`src/design/utf8_text_validator_assert.svh`:
```
// assertion macros for the utf8 text validator
`ifndef UTF8_TEXT_VALIDATOR_ASSERT_SVH
`define UTF8_TEXT_VALIDATOR_ASSERT_SVH

`ifndef SYNTHESIS

// property must hold at every clock edge outside reset
`define UTV_ASSERT(label, prop) \
    label: assert property (@(posedge clk) disable iff (!rst_n) (prop)) \
        else $error("utf8 text validator check failed");

// condition must never be seen outside reset
`define UTV_NEVER(label, cond) \
    label: assert property (@(posedge clk) disable iff (!rst_n) !(cond)) \
        else $error("utf8 text validator forbidden condition");

`else

`define UTV_ASSERT(label, prop)
`define UTV_NEVER(label, cond)

`endif

`endif

```
`src/design/utf8v_pkg.sv`:
```
// types and constants for the utf8 text validator
`default_nettype none

package utf8v_pkg;

    localparam int unsigned BYTE_W  = 8;
    localparam int unsigned POINT_W = 21;
    localparam int unsigned TDATA_W = 24;
    localparam int unsigned TUSER_W = 2;

    localparam logic [POINT_W-1:0] MIN_TWO     = 21'h00080;
    localparam logic [POINT_W-1:0] MIN_THREE   = 21'h00800;
    localparam logic [POINT_W-1:0] MIN_FOUR    = 21'h10000;
    localparam logic [POINT_W-1:0] MAX_POINT   = 21'h10ffff;
    localparam logic [POINT_W-1:0] SURR_FIRST  = 21'h0d800;
    localparam logic [POINT_W-1:0] SURR_LAST   = 21'h0dfff;

    // length of the open sequence
    localparam logic [1:0] LEN_NONE  = 2'd0;
    localparam logic [1:0] LEN_TWO   = 2'd1;
    localparam logic [1:0] LEN_THREE = 2'd2;
    localparam logic [1:0] LEN_FOUR  = 2'd3;

    typedef struct packed {
        logic               still_valid;
        logic               string_done;
        logic [POINT_W-1:0] code_point;
        logic               point_ready;
    } utf8v_result_t;

endpackage

`default_nettype wire

```
`src/design/utf8_text_validator.sv`:
```
// utf8 text validator top level
`default_nettype none

// Checks a byte stream as UTF-8 text, one byte per word, with tlast on the final byte of
// each string. Every accepted byte gives exactly one result word: tuser[0] is the verdict so
// far (on the tlast word, the final verdict), tuser[1] flags a completed code point whose
// scalar value sits in tdata[20:0], and tlast closes the string. Control bytes, bad lead
// bytes, stray or missing continuation bytes, overlong forms, surrogates and values above
// 0x10FFFF are rejected; an error holds until the end of the string and all state clears
// after the last byte. The block takes one byte every cycle while results are taken. The
// byte is held in an input register, decoded against the sequence state in one step, and
// the result is held in an output register, from which the result word is offered.

`include "utf8_text_validator_assert.svh"

module utf8_text_validator (
    input  wire logic                          clk,
    input  wire logic                          rst_n,
    input  wire logic                          s_axis_tvalid,
    output logic                               s_axis_tready,
    input  wire logic [utf8v_pkg::BYTE_W-1:0]  s_axis_tdata,  // text_byte
    input  wire logic                          s_axis_tlast,  // last_byte
    output logic                               m_axis_tvalid,
    input  wire logic                          m_axis_tready,
    output logic [utf8v_pkg::TDATA_W-1:0]      m_axis_tdata,  // code_point, zero fill
    output logic [utf8v_pkg::TUSER_W-1:0]      m_axis_tuser,  // still_valid, point_ready
    output logic                               m_axis_tlast   // string_done
);

    logic                              in_valid_reg;
    logic [utf8v_pkg::BYTE_W-1:0]      in_byte_reg;
    logic                              in_last_reg;
    logic                              out_valid_reg;
    utf8v_pkg::utf8v_result_t          out_reg;
    utf8v_pkg::utf8v_result_t          out_next;

    logic                              error_seen_reg;
    logic                              error_seen_next;
    logic [1:0]                        pending_reg;
    logic [1:0]                        pending_next;
    logic [utf8v_pkg::POINT_W-1:0]     partial_reg;
    logic [utf8v_pkg::POINT_W-1:0]     partial_next;
    logic [1:0]                        length_reg;
    logic [1:0]                        length_next;

    logic                              advance;
    logic                              bad;
    logic                              ready;
    logic [utf8v_pkg::POINT_W-1:0]     point;
    logic [utf8v_pkg::POINT_W-1:0]     shifted;
    logic [utf8v_pkg::POINT_W-1:0]     lowest;
    logic                              value_ok;

    assign advance       = !out_valid_reg || m_axis_tready;
    assign s_axis_tready = !in_valid_reg || advance;

    assign shifted = {partial_reg[utf8v_pkg::POINT_W-7:0], in_byte_reg[5:0]};

    always_comb
    begin
        case (length_reg)
            utf8v_pkg::LEN_TWO:   lowest = utf8v_pkg::MIN_TWO;
            utf8v_pkg::LEN_THREE: lowest = utf8v_pkg::MIN_THREE;
            default:              lowest = utf8v_pkg::MIN_FOUR;
        endcase
        value_ok = (shifted >= lowest) && (shifted <= utf8v_pkg::MAX_POINT) &&
                   !((shifted >= utf8v_pkg::SURR_FIRST) && (shifted <= utf8v_pkg::SURR_LAST));
    end

    // decode one byte against the open sequence
    always_comb
    begin
        bad             = 1'b0;
        ready           = 1'b0;
        point           = '0;
        error_seen_next = error_seen_reg;
        pending_next    = pending_reg;
        partial_next    = partial_reg;
        length_next     = length_reg;

        if (!error_seen_reg)
        begin
            if (pending_reg == 2'd0)
            begin
                case (in_byte_reg) inside
                    [8'h20:8'h7e]:
                    begin
                        ready = 1'b1;
                        point = {13'd0, in_byte_reg};
                    end
                    [8'hc2:8'hdf]:
                    begin
                        pending_next = 2'd1;
                        partial_next = {16'd0, in_byte_reg[4:0]};
                        length_next  = utf8v_pkg::LEN_TWO;
                    end
                    [8'he0:8'hef]:
                    begin
                        pending_next = 2'd2;
                        partial_next = {17'd0, in_byte_reg[3:0]};
                        length_next  = utf8v_pkg::LEN_THREE;
                    end
                    [8'hf0:8'hf4]:
                    begin
                        pending_next = 2'd3;
                        partial_next = {18'd0, in_byte_reg[2:0]};
                        length_next  = utf8v_pkg::LEN_FOUR;
                    end
                    default:
                        bad = 1'b1;
                endcase
            end
            else if (in_byte_reg[7:6] != 2'b10)
            begin
                bad = 1'b1;
            end
            else
            begin
                partial_next = shifted;
                pending_next = pending_reg - 2'd1;
                if (pending_reg == 2'd1)
                begin
                    if (value_ok)
                    begin
                        ready = 1'b1;
                        point = shifted;
                    end
                    else
                    begin
                        bad = 1'b1;
                    end
                    partial_next = '0;
                    length_next  = utf8v_pkg::LEN_NONE;
                end
            end

            // string cut off inside a sequence
            if (!bad && in_last_reg && (pending_next != 2'd0))
                bad = 1'b1;

            if (bad)
            begin
                error_seen_next = 1'b1;
                pending_next    = 2'd0;
                partial_next    = '0;
                length_next     = utf8v_pkg::LEN_NONE;
                ready           = 1'b0;
                point           = '0;
            end
        end

        out_next.still_valid = !error_seen_next;
        out_next.string_done = in_last_reg;
        out_next.code_point  = point;
        out_next.point_ready = ready;

        if (in_last_reg)
        begin
            error_seen_next = 1'b0;
            pending_next    = 2'd0;
            partial_next    = '0;
            length_next     = utf8v_pkg::LEN_NONE;
        end
    end

    always_ff @(posedge clk or negedge rst_n)
    begin
        if (!rst_n)
        begin
            in_valid_reg   <= 1'b0;
            out_valid_reg  <= 1'b0;
            error_seen_reg <= 1'b0;
            pending_reg    <= 2'd0;
            partial_reg    <= '0;
            length_reg     <= utf8v_pkg::LEN_NONE;
        end
        else
        begin
            if (s_axis_tready)
                in_valid_reg <= s_axis_tvalid;
            if (advance)
                out_valid_reg <= in_valid_reg;
            if (advance && in_valid_reg)
            begin
                error_seen_reg <= error_seen_next;
                pending_reg    <= pending_next;
                partial_reg    <= partial_next;
                length_reg     <= length_next;
            end
        end
    end

    always_ff @(posedge clk)
    begin
        if (s_axis_tready && s_axis_tvalid)
        begin
            in_byte_reg <= s_axis_tdata;
            in_last_reg <= s_axis_tlast;
        end
        if (advance && in_valid_reg)
            out_reg <= out_next;
    end

    assign m_axis_tvalid = out_valid_reg;
    assign m_axis_tdata  = {{(utf8v_pkg::TDATA_W - utf8v_pkg::POINT_W){1'b0}}, out_reg.code_point};
    assign m_axis_tuser  = {out_reg.point_ready, out_reg.still_valid};
    assign m_axis_tlast  = out_reg.string_done;

    // a string end leaves the decoder clean
    `UTV_ASSERT(a_clear_after_last,
        (advance && in_valid_reg && in_last_reg) |=>
            (!error_seen_reg && (pending_reg == 2'd0) && (length_reg == utf8v_pkg::LEN_NONE)))

    // an error never leaves a sequence open
    `UTV_NEVER(a_error_no_pending, error_seen_reg && (pending_reg != 2'd0))

    // a reported code point is a valid scalar value and the verdict agrees
    `UTV_ASSERT(a_point_legal,
        (out_valid_reg && out_reg.point_ready) |->
            (out_reg.still_valid && (out_reg.code_point <= utf8v_pkg::MAX_POINT) &&
             !((out_reg.code_point >= utf8v_pkg::SURR_FIRST) &&
               (out_reg.code_point <= utf8v_pkg::SURR_LAST))))

endmodule

`default_nettype wire
```
`config.mk`:
```
export PLATFORM = sky130hd
export DESIGN_NAME = utf8_text_validator
export DESIGN_NICKNAME = d
export VERILOG_FILES = /design/src/design/utf8v_pkg.sv /design/src/design/utf8_text_validator.sv
export VERILOG_INCLUDE_DIRS = /design/src /design/src/design
export SDC_FILE = /design/constraint.sdc
export NUM_CORES = 1
export LEC_CHECK = 0
export ABC_AREA = 1
export CORE_ASPECT_RATIO = 0.75
export CORE_UTILIZATION = 63
export DETAILED_ROUTE_END_ITERATION = 8
export DONT_BUFFER_PORTS = 1
export PLACE_DENSITY_LB_ADDON = 0.25
export SETUP_SLACK_MARGIN = 0.4
export SLEW_MARGIN = 0
export SYNTH_ARGS = -nofsm -noshare
export SYNTH_HDL_FRONTEND = slang
export SYNTH_SLANG_ARGS = --single-unit
```
`constraint.sdc`:
```
create_clock -name clk -period 3.05 [get_ports clk]
set_clock_uncertainty 0.2 [all_clocks]
set_input_delay 0.1525 -clock clk [delete_from_list [all_inputs] [get_ports clk]]
set_output_delay 0.1525 -clock clk [all_outputs]
set_load 0.01 [all_outputs]
```
==> impl_metrics.yaml, run 1 <==
layout:
  syn_to_final_growth_pct: 17.1
  layout_common_cells: "80 x nand2_1, 48 x inv_1, 35 x nor2_1"
  final_util_pct: 79.4
  largest_register_ffs: 21
  nNetsFinal: 359
  drive_above_1_share_pct: 18.5
  fillCellCount: 227
  final_common_cell: "nand2_1"
setup_path:
  rr_worst_depth: 16
  cpPeakStageDelay_ns: 0.40
  critPathKind: "reg -> reg"
  crit_arrival_ns: 2.86
  crit_path_cell_trace: "inv_1 > ha_1 > inv_2 > ha_4 > nand2_2 > nor2_2 > nand2_1 > nor2_1 > nand2_1 > nand2_1 > nand3_2 > nand2_4 > nand3_4 > nor2_8 > o21ai_4 > nor2_2"
  r2r-start: "length_reg[0]"
  slowest_stage: "dfrtp_1"
  crit_fanout: 7
  critPathRequiredTime_ns: 3.02
  endpoint_kind: "flip-flop"
  cp-endpoint: "m_axis_tdata[4]"
  crit_path_start_kind: "flip-flop"
  crit_cells: 16
  reg2reg_setup_slack_ns: 0.16
  critPathBufInv: 2
  worst_path_most_repeated_cell: "nand2_1"
  r2r_end: "m_axis_tdata[4]"
  critPathTopFamily: "simple AND/OR/NAND/NOR gates"
  crit_start: "length_reg[0]"
hold_path:
  hp-class: "in -> async"
global_routing:
  met1_usage_pct: 40.6
  antenna_found_initial: 1
  first_global_vias: 2014
  gr-total-overflow: 0
  grtUsageTotal_pct: 28.6
  grt_max_degree: 26
  use_met2_pct: 43.2
  grt_pass1_wl_mm: 9.83
  grt_use_met3_pct: 6.26
  grt_busiest_layer: "met2"
detailed_routing:
  drtIter0Drc: 323
  drt_first_pass_iters: 5
  drc_errors: 0
  wl_per_cell_um: 18.3
  wirelength_mm: 7.25
  via_per_inst: 5.92
  postRouteAntennaNets: 0
  dr_total_vias: 2344
die:
  start_util_pct: 67.8
  die_area_mm2: 0.00478
  coreArea_mm2: 0.00418
  die_h_um: 60.1
  io_pins: 42
  die_w_um: 79.5
  rows: 20
clock_tree:
  cts_buffer_depth: 2
  htree_levels: 2
  clkLatencyLatePin_ns: 0.31
  cts.sinks: 55
  cts_buffers: 5
  cts_tree: "built"
  clk_pin_slew_ns: 0.10
  cts_root_buf: "clkbuf_8"
synth:
  netlist_area_mm2: 0.00284
  postSynthCellCount: 307
  synth-warning-count: 0
  ys_ff_latch: 55
  ys_types: 31
  ys_seq_area_share_pct: 54.4
  synth_area_per_cell_um2: 9.24
placement:
  place_hpwl_mm: 4.09
  numPortBuffers: 0
  place.gp.congestion: 0.906
sta:
  max_slew.worst_pin.slew_ns: 1.03
  slew_viol_final: 0
  finalHoldViolCount: 0
  fmax_ghz: 0.346
  post-route-period-util_pct: 94.7
  rsz0062_at_grt: "true"
  setup_violations: 0
  hold-worst-slack_ns: 0.264
  period_needed_ns: 2.89
  slew_headroom_pct: 31.2
  tns_ns: 0
run:
  drv_cap: 0
outcome:
  status: "complete, no violations"
power_and_ir_drop:
  vdd_drop_max_mv: 0.709
  leakagePower_nw: 1.48
  power_density_mw_per_mm2: 766
## cell usage after synthesis
cell	instances	share of area [%]
a21oi_1	3	0.53
a21oi_2	1	0.31
a22oi_4	1	0.75
and2_4	1	0.31
buf_12	1	0.71
buf_2	1	0.18
buf_4	3	0.79
buf_6	1	0.40
conb_1	1	0.13
dfrtp_1	22	19
edfxtp_1	33	35
ha_1	7	3.1
inv_1	50	6.6
inv_2	1	0.13
nand2_1	83	11
nand2_2	2	0.44
nand2_4	2	0.79
nand3_1	14	2.5
nand3_4	1	0.62
nand4_1	5	1.1
nor2_1	40	5.3
nor2_2	1	0.22
nor2_4	11	4.4
nor2_8	2	1.4
nor3_1	5	0.88
o2111ai_1	1	0.31
o211ai_1	1	0.26
o21ai_0	10	1.8
o21ai_2	1	0.31
o22ai_1	1	0.22
or2_2	1	0.22
## how the worst min path moves through the flow
stage               startpoint              end  depth (start not counted)
2_1_floorplan            rst_n   error_seen_reg                          0
3_3_place_gp             rst_n  partial_reg[13]                          0
3_5_place_dp             rst_n  partial_reg[12]                          0
4_1_cts        s_axis_tdata[0]   in_byte_reg[0]                          1
5_1_grt        s_axis_tdata[1]   in_byte_reg[1]                          1
6_report                 rst_n  partial_reg[14]                          1
## worst register-to-register path, cell delays in order, from the launching register on
cell	delay (ns)
dfrtp_1	0.40
inv_1	0.06
ha_1	0.30
inv_2	0.05
ha_4	0.27
nand2_2	0.04
nor2_2	0.09
nand2_1	0.07
nor2_1	0.11
nand2_1	0.06
nand2_1	0.09
nand3_2	0.15
nand2_4	0.15
nand3_4	0.12
nor2_8	0.27
o21ai_4	0.15
nor2_2	0.15
## through the flow
| step | area (um2) | power [W] | worst slack (ns) | std cells |
|---|---|---|---|---|
| 3_5_place_dp | 2870 | 0.00180 | 0.280 | 360 |
| 3_3_place_gp | 2870 | 0.00177 | 0.400 | 360 |
| 6_report | 3320 | 0.00254 | 0.161 | 396 |
| 5_1_grt | 3320 | 0.00265 | 0.0949 | 395 |
| 2_1_floorplan | 2840 | 0.00163 | 0.580 | 309 |
| 4_1_cts | 3140 | 0.00225 | 0.381 | 386 |
## per-layer routing
layer	up-vias	share of wire, %
li1	1028	-
met1	1070	39
met2	200	45
met3	46	11
met4	0	5.2
met5	-	0
## report_power, final
| part | leakage, nW | internal, W | switching, W |
|---|---|---|---|
| registers | 0.624 | 0.000927 | 0.000122 |
| logic | 0.811 | 0.000384 | 0.000709 |
| clock network | 0.0428 | 0.000162 | 0.000240 |
## logic make-up (layout without fill, tap and decap cells)
| family | after synthesis | in the layout | share of synthesized area [%] |
|---|---|---|---|
| adders and majority gates | 7 | 7 | 3.09 |
| buffers and inverters | 57 | 86 | 8.83 |
| DFF | 55 | 55 | 54.4 |
| other | 1 | 4 | 0.132 |
| and+or+nand+nor | 168 | 170 | 29.1 |
| AOI/OAI and AO/OA | 19 | 19 | 4.46 |
## repair_timing
item / CTS / global route
pin swaps: 2 / 16
endpoints found under the hold margin: 33 / 0
gates resized for setup: 5 / 23
setup endpoints to repair: 37 / 41
hold buffers: 14 / 0
gates cloned: 1 / 1
buffers inserted: 3 / 8
## cell type report
type                       instances  area, um2  area share (%)
sequential                        55       1540            46.4
multi-input combinational        199       1180            35.7
timing repair buffer              27        245            7.39
inverter                          51        191            5.77
clock buffer                       6       72.6            2.19
tap                               55       68.8            2.07
clock inverter                     2       12.5           0.377
antenna                            1       2.50          0.0754
Note: power is estimated with default switching activity, not from simulation.
==> inputs of run 2 (changes only) <==
--- a/config.mk
+++ b/config.mk
@@ -7,7 +7,7 @@
 export NUM_CORES = 1
 export LEC_CHECK = 0
 export ABC_AREA = 1
-export CORE_ASPECT_RATIO = 0.75
+export CORE_ASPECT_RATIO = 0.5
 export CORE_UTILIZATION = 63
 export DETAILED_ROUTE_END_ITERATION = 8
 export DONT_BUFFER_PORTS = 1
==> impl_metrics.yaml, run 2 (same netlist as run 1, synthesis figures left out) <==
setup_path:
  worst_path_most_repeated_cell: "nand2_2"
  crit_path_start_kind: "flip-flop"
  critPathBufInv: 3
  reg2reg_setup_slack_ns: 0.37
  crit_arrival_ns: 2.64
  crit_fanout: 4
  cpPeakStageDelay_ns: 0.45
  crit_cells: 15
  critPathKind: "reg -> reg"
  critPathRequiredTime_ns: 3.02
  slowest_stage: "dfrtp_1"
  crit_path_cell_trace: "ha_4 > inv_2 > ha_4 > nand2_2 > nor2_2 > nand2_1 > nor2_1 > nand2_1 > nand2_2 > nand3_4 > buf_4 > nor3_4 > buf_12 > nand2_2 > a21oi_2"
  rr_worst_depth: 15
  endpoint_kind: "flip-flop"
  critPathTopFamily: "simple AND/OR/NAND/NOR gates"
die:
  io_pins: 42
  rows: 16
  coreArea_mm2: 0.00410
  die_w_um: 96.9
  die_area_mm2: 0.00479
  die_h_um: 49.4
  start_util_pct: 69.1
global_routing:
  grt_max_degree: 26
  gr-total-overflow: 0
  grt_pass1_wl_mm: 8.71
  grtUsageTotal_pct: 23.4
  first_global_vias: 1927
  antenna_found_initial: 0
sta:
  setup_violations: 0
  slew_viol_final: 0
  rsz0062_at_grt: "true"
  tns_ns: 0
  post-route-period-util_pct: 87.7
  fmax_ghz: 0.374
  finalHoldViolCount: 0
  max_slew.worst_pin.slew_ns: 1.02
  period_needed_ns: 2.68
  slew_headroom_pct: 31.5
layout:
  drive_above_1_share_pct: 20.1
  layout_common_cells: "78 x nand2_1, 48 x inv_1, 33 x edfxtp_1"
  syn_to_final_growth_pct: 18.6
  largest_register_ffs: 21
  diodes: 0
  fillCellCount: 219
  nNetsFinal: 357
  final_common_cell: "nand2_1"
detailed_routing:
  drtIter0Drc: 93
  drc_errors: 0
  wirelength_mm: 5.70
  via_per_inst: 5.40
  dr_total_vias: 2116
  postRouteAntennaNets: 0
  wl_per_cell_um: 14.5
  drt_first_pass_iters: 4
power_and_ir_drop:
  leakagePower_nw: 1.48
  cell_internal_pwr_w: 0.00154
  p_sw_w: 0.00104
  clkPwrFrac_pct: 17.9
  comb_power_share_pct: 41.5
  vdd_drop_max_mv: 0.521
  seqPwrFrac_pct: 40.5
  power_density_mw_per_mm2: 766
  p_total_w: 0.00257
  p_sw_share_pct: 40.3
placement:
  numPortBuffers: 0
  place_hpwl_mm: 3.47
  place.gp.congestion: 0.901
clock_tree:
  clkLatencyLatePin_ns: 0.32
  cts_buffer_depth: 2
  clk_pin_slew_ns: 0.11
  cts_buffers: 5
  htree_levels: 2
  cts.sinks: 55
  cts_root_buf: "clkbuf_8"
  cts_tree: "built"
outcome:
  status: "complete, no violations"
run:
  drv_cap: 0
hold_path:
  hp-class: "in -> async"
[run 2: cell types whose count changed in the layout (fill, tap and decap cells not counted), sizes merged]
cell,before,now
inv,51,52
clkbuf,6,7
clkinv,2,0
buf,13,11
diode,1,0
[run 2: metrics by stage]
step | setup WS (ns) | hold slack (ns) | instances | instance area [um2] | util, %
after floorplan | 0.580 | -0.343 | 309 | 2840 | -
after global placement | 0.414 | -0.343 | 359 | 2870 | 69.8
after detailed placement | 0.248 | -0.343 | 359 | 2870 | 69.8
after CTS | 0.360 | 0.261 | 383 | 3150 | 76.6
after global routing | 0.274 | 0.258 | 392 | 3360 | 82.0
final | 0.375 | 0.249 | 392 | 3360 | 82.0
[run 2: final timing paths]
| kind | from | endpoint |
|---|---|---|
| max | length_reg[1] | m_axis_tdata[6] |
| max in group asynchronous | rst_n | error_seen_reg |
| max reg2reg | length_reg[1] | m_axis_tdata[6] |
| min reg2reg | partial_reg[3] | partial_reg[9] |
| min in group clk | s_axis_tdata[4] | in_byte_reg[4] |
| min | rst_n | partial_reg[12] |
[run 2: final cells by class]
type / instances / area [um2] / area share [%]
Inverter: 51 / 191 / 5.69
Tap cell: 54 / 67.6 / 2.01
Sequential cell: 55 / 1540 / 45.8
Timing Repair Buffer: 25 / 239 / 7.11
Multi-Input combinational cell: 199 / 1220 / 36.2
Clock inverter: 1 / 8.76 / 0.260
Clock buffer: 7 / 97.6 / 2.90
[run 2: power by group through the flow]
stage / sequential (W) / combinational, W / clock (W)
3_5_place_dp: 0.00105 / 0.000732 / 0
6_report: 0.00104 / 0.00107 / 0.000462
5_1_grt: 0.00106 / 0.00117 / 0.000486
4_1_cts: 0.00104 / 0.000784 / 0.000460
3_3_place_gp: 0.00105 / 0.000705 / 0
2_1_floorplan: 0.00103 / 0.000605 / 0
[run 2: worst reg2reg max path: cells and delay by family, from the launching register on]
family | cells | cell delay, ns
buffers and inverters | 3 | 0.37
AND/OR/NAND/NOR | 9 | 0.83
AO/OA/AOI/OAI | 1 | 0.14
flip-flops | 1 | 0.45
adder cells (fa/ha/maj) | 2 | 0.54
[run 2: what timing repair did]
| action | CTS | global route |
|---|---|---|
| endpoints found under the hold margin | 33 | 0 |
| hold buffers | 14 | 0 |
| pin swaps | 0 | 14 |
| setup buffers | 1 | 8 |
| setup endpoints to repair | 32 | 42 |
| gates cloned | 1 | 1 |
| gates resized for setup | 4 | 32 |
[run 2: layer usage]
metal  GRT usage [%]  up-vias  share of wire (%)
li1                -     1026                  -
met1            29.9      996                 44
met2            40.6       83                 49
met3            6.02       11                6.0
met4            5.22        0               0.96
met5               0        -                  0
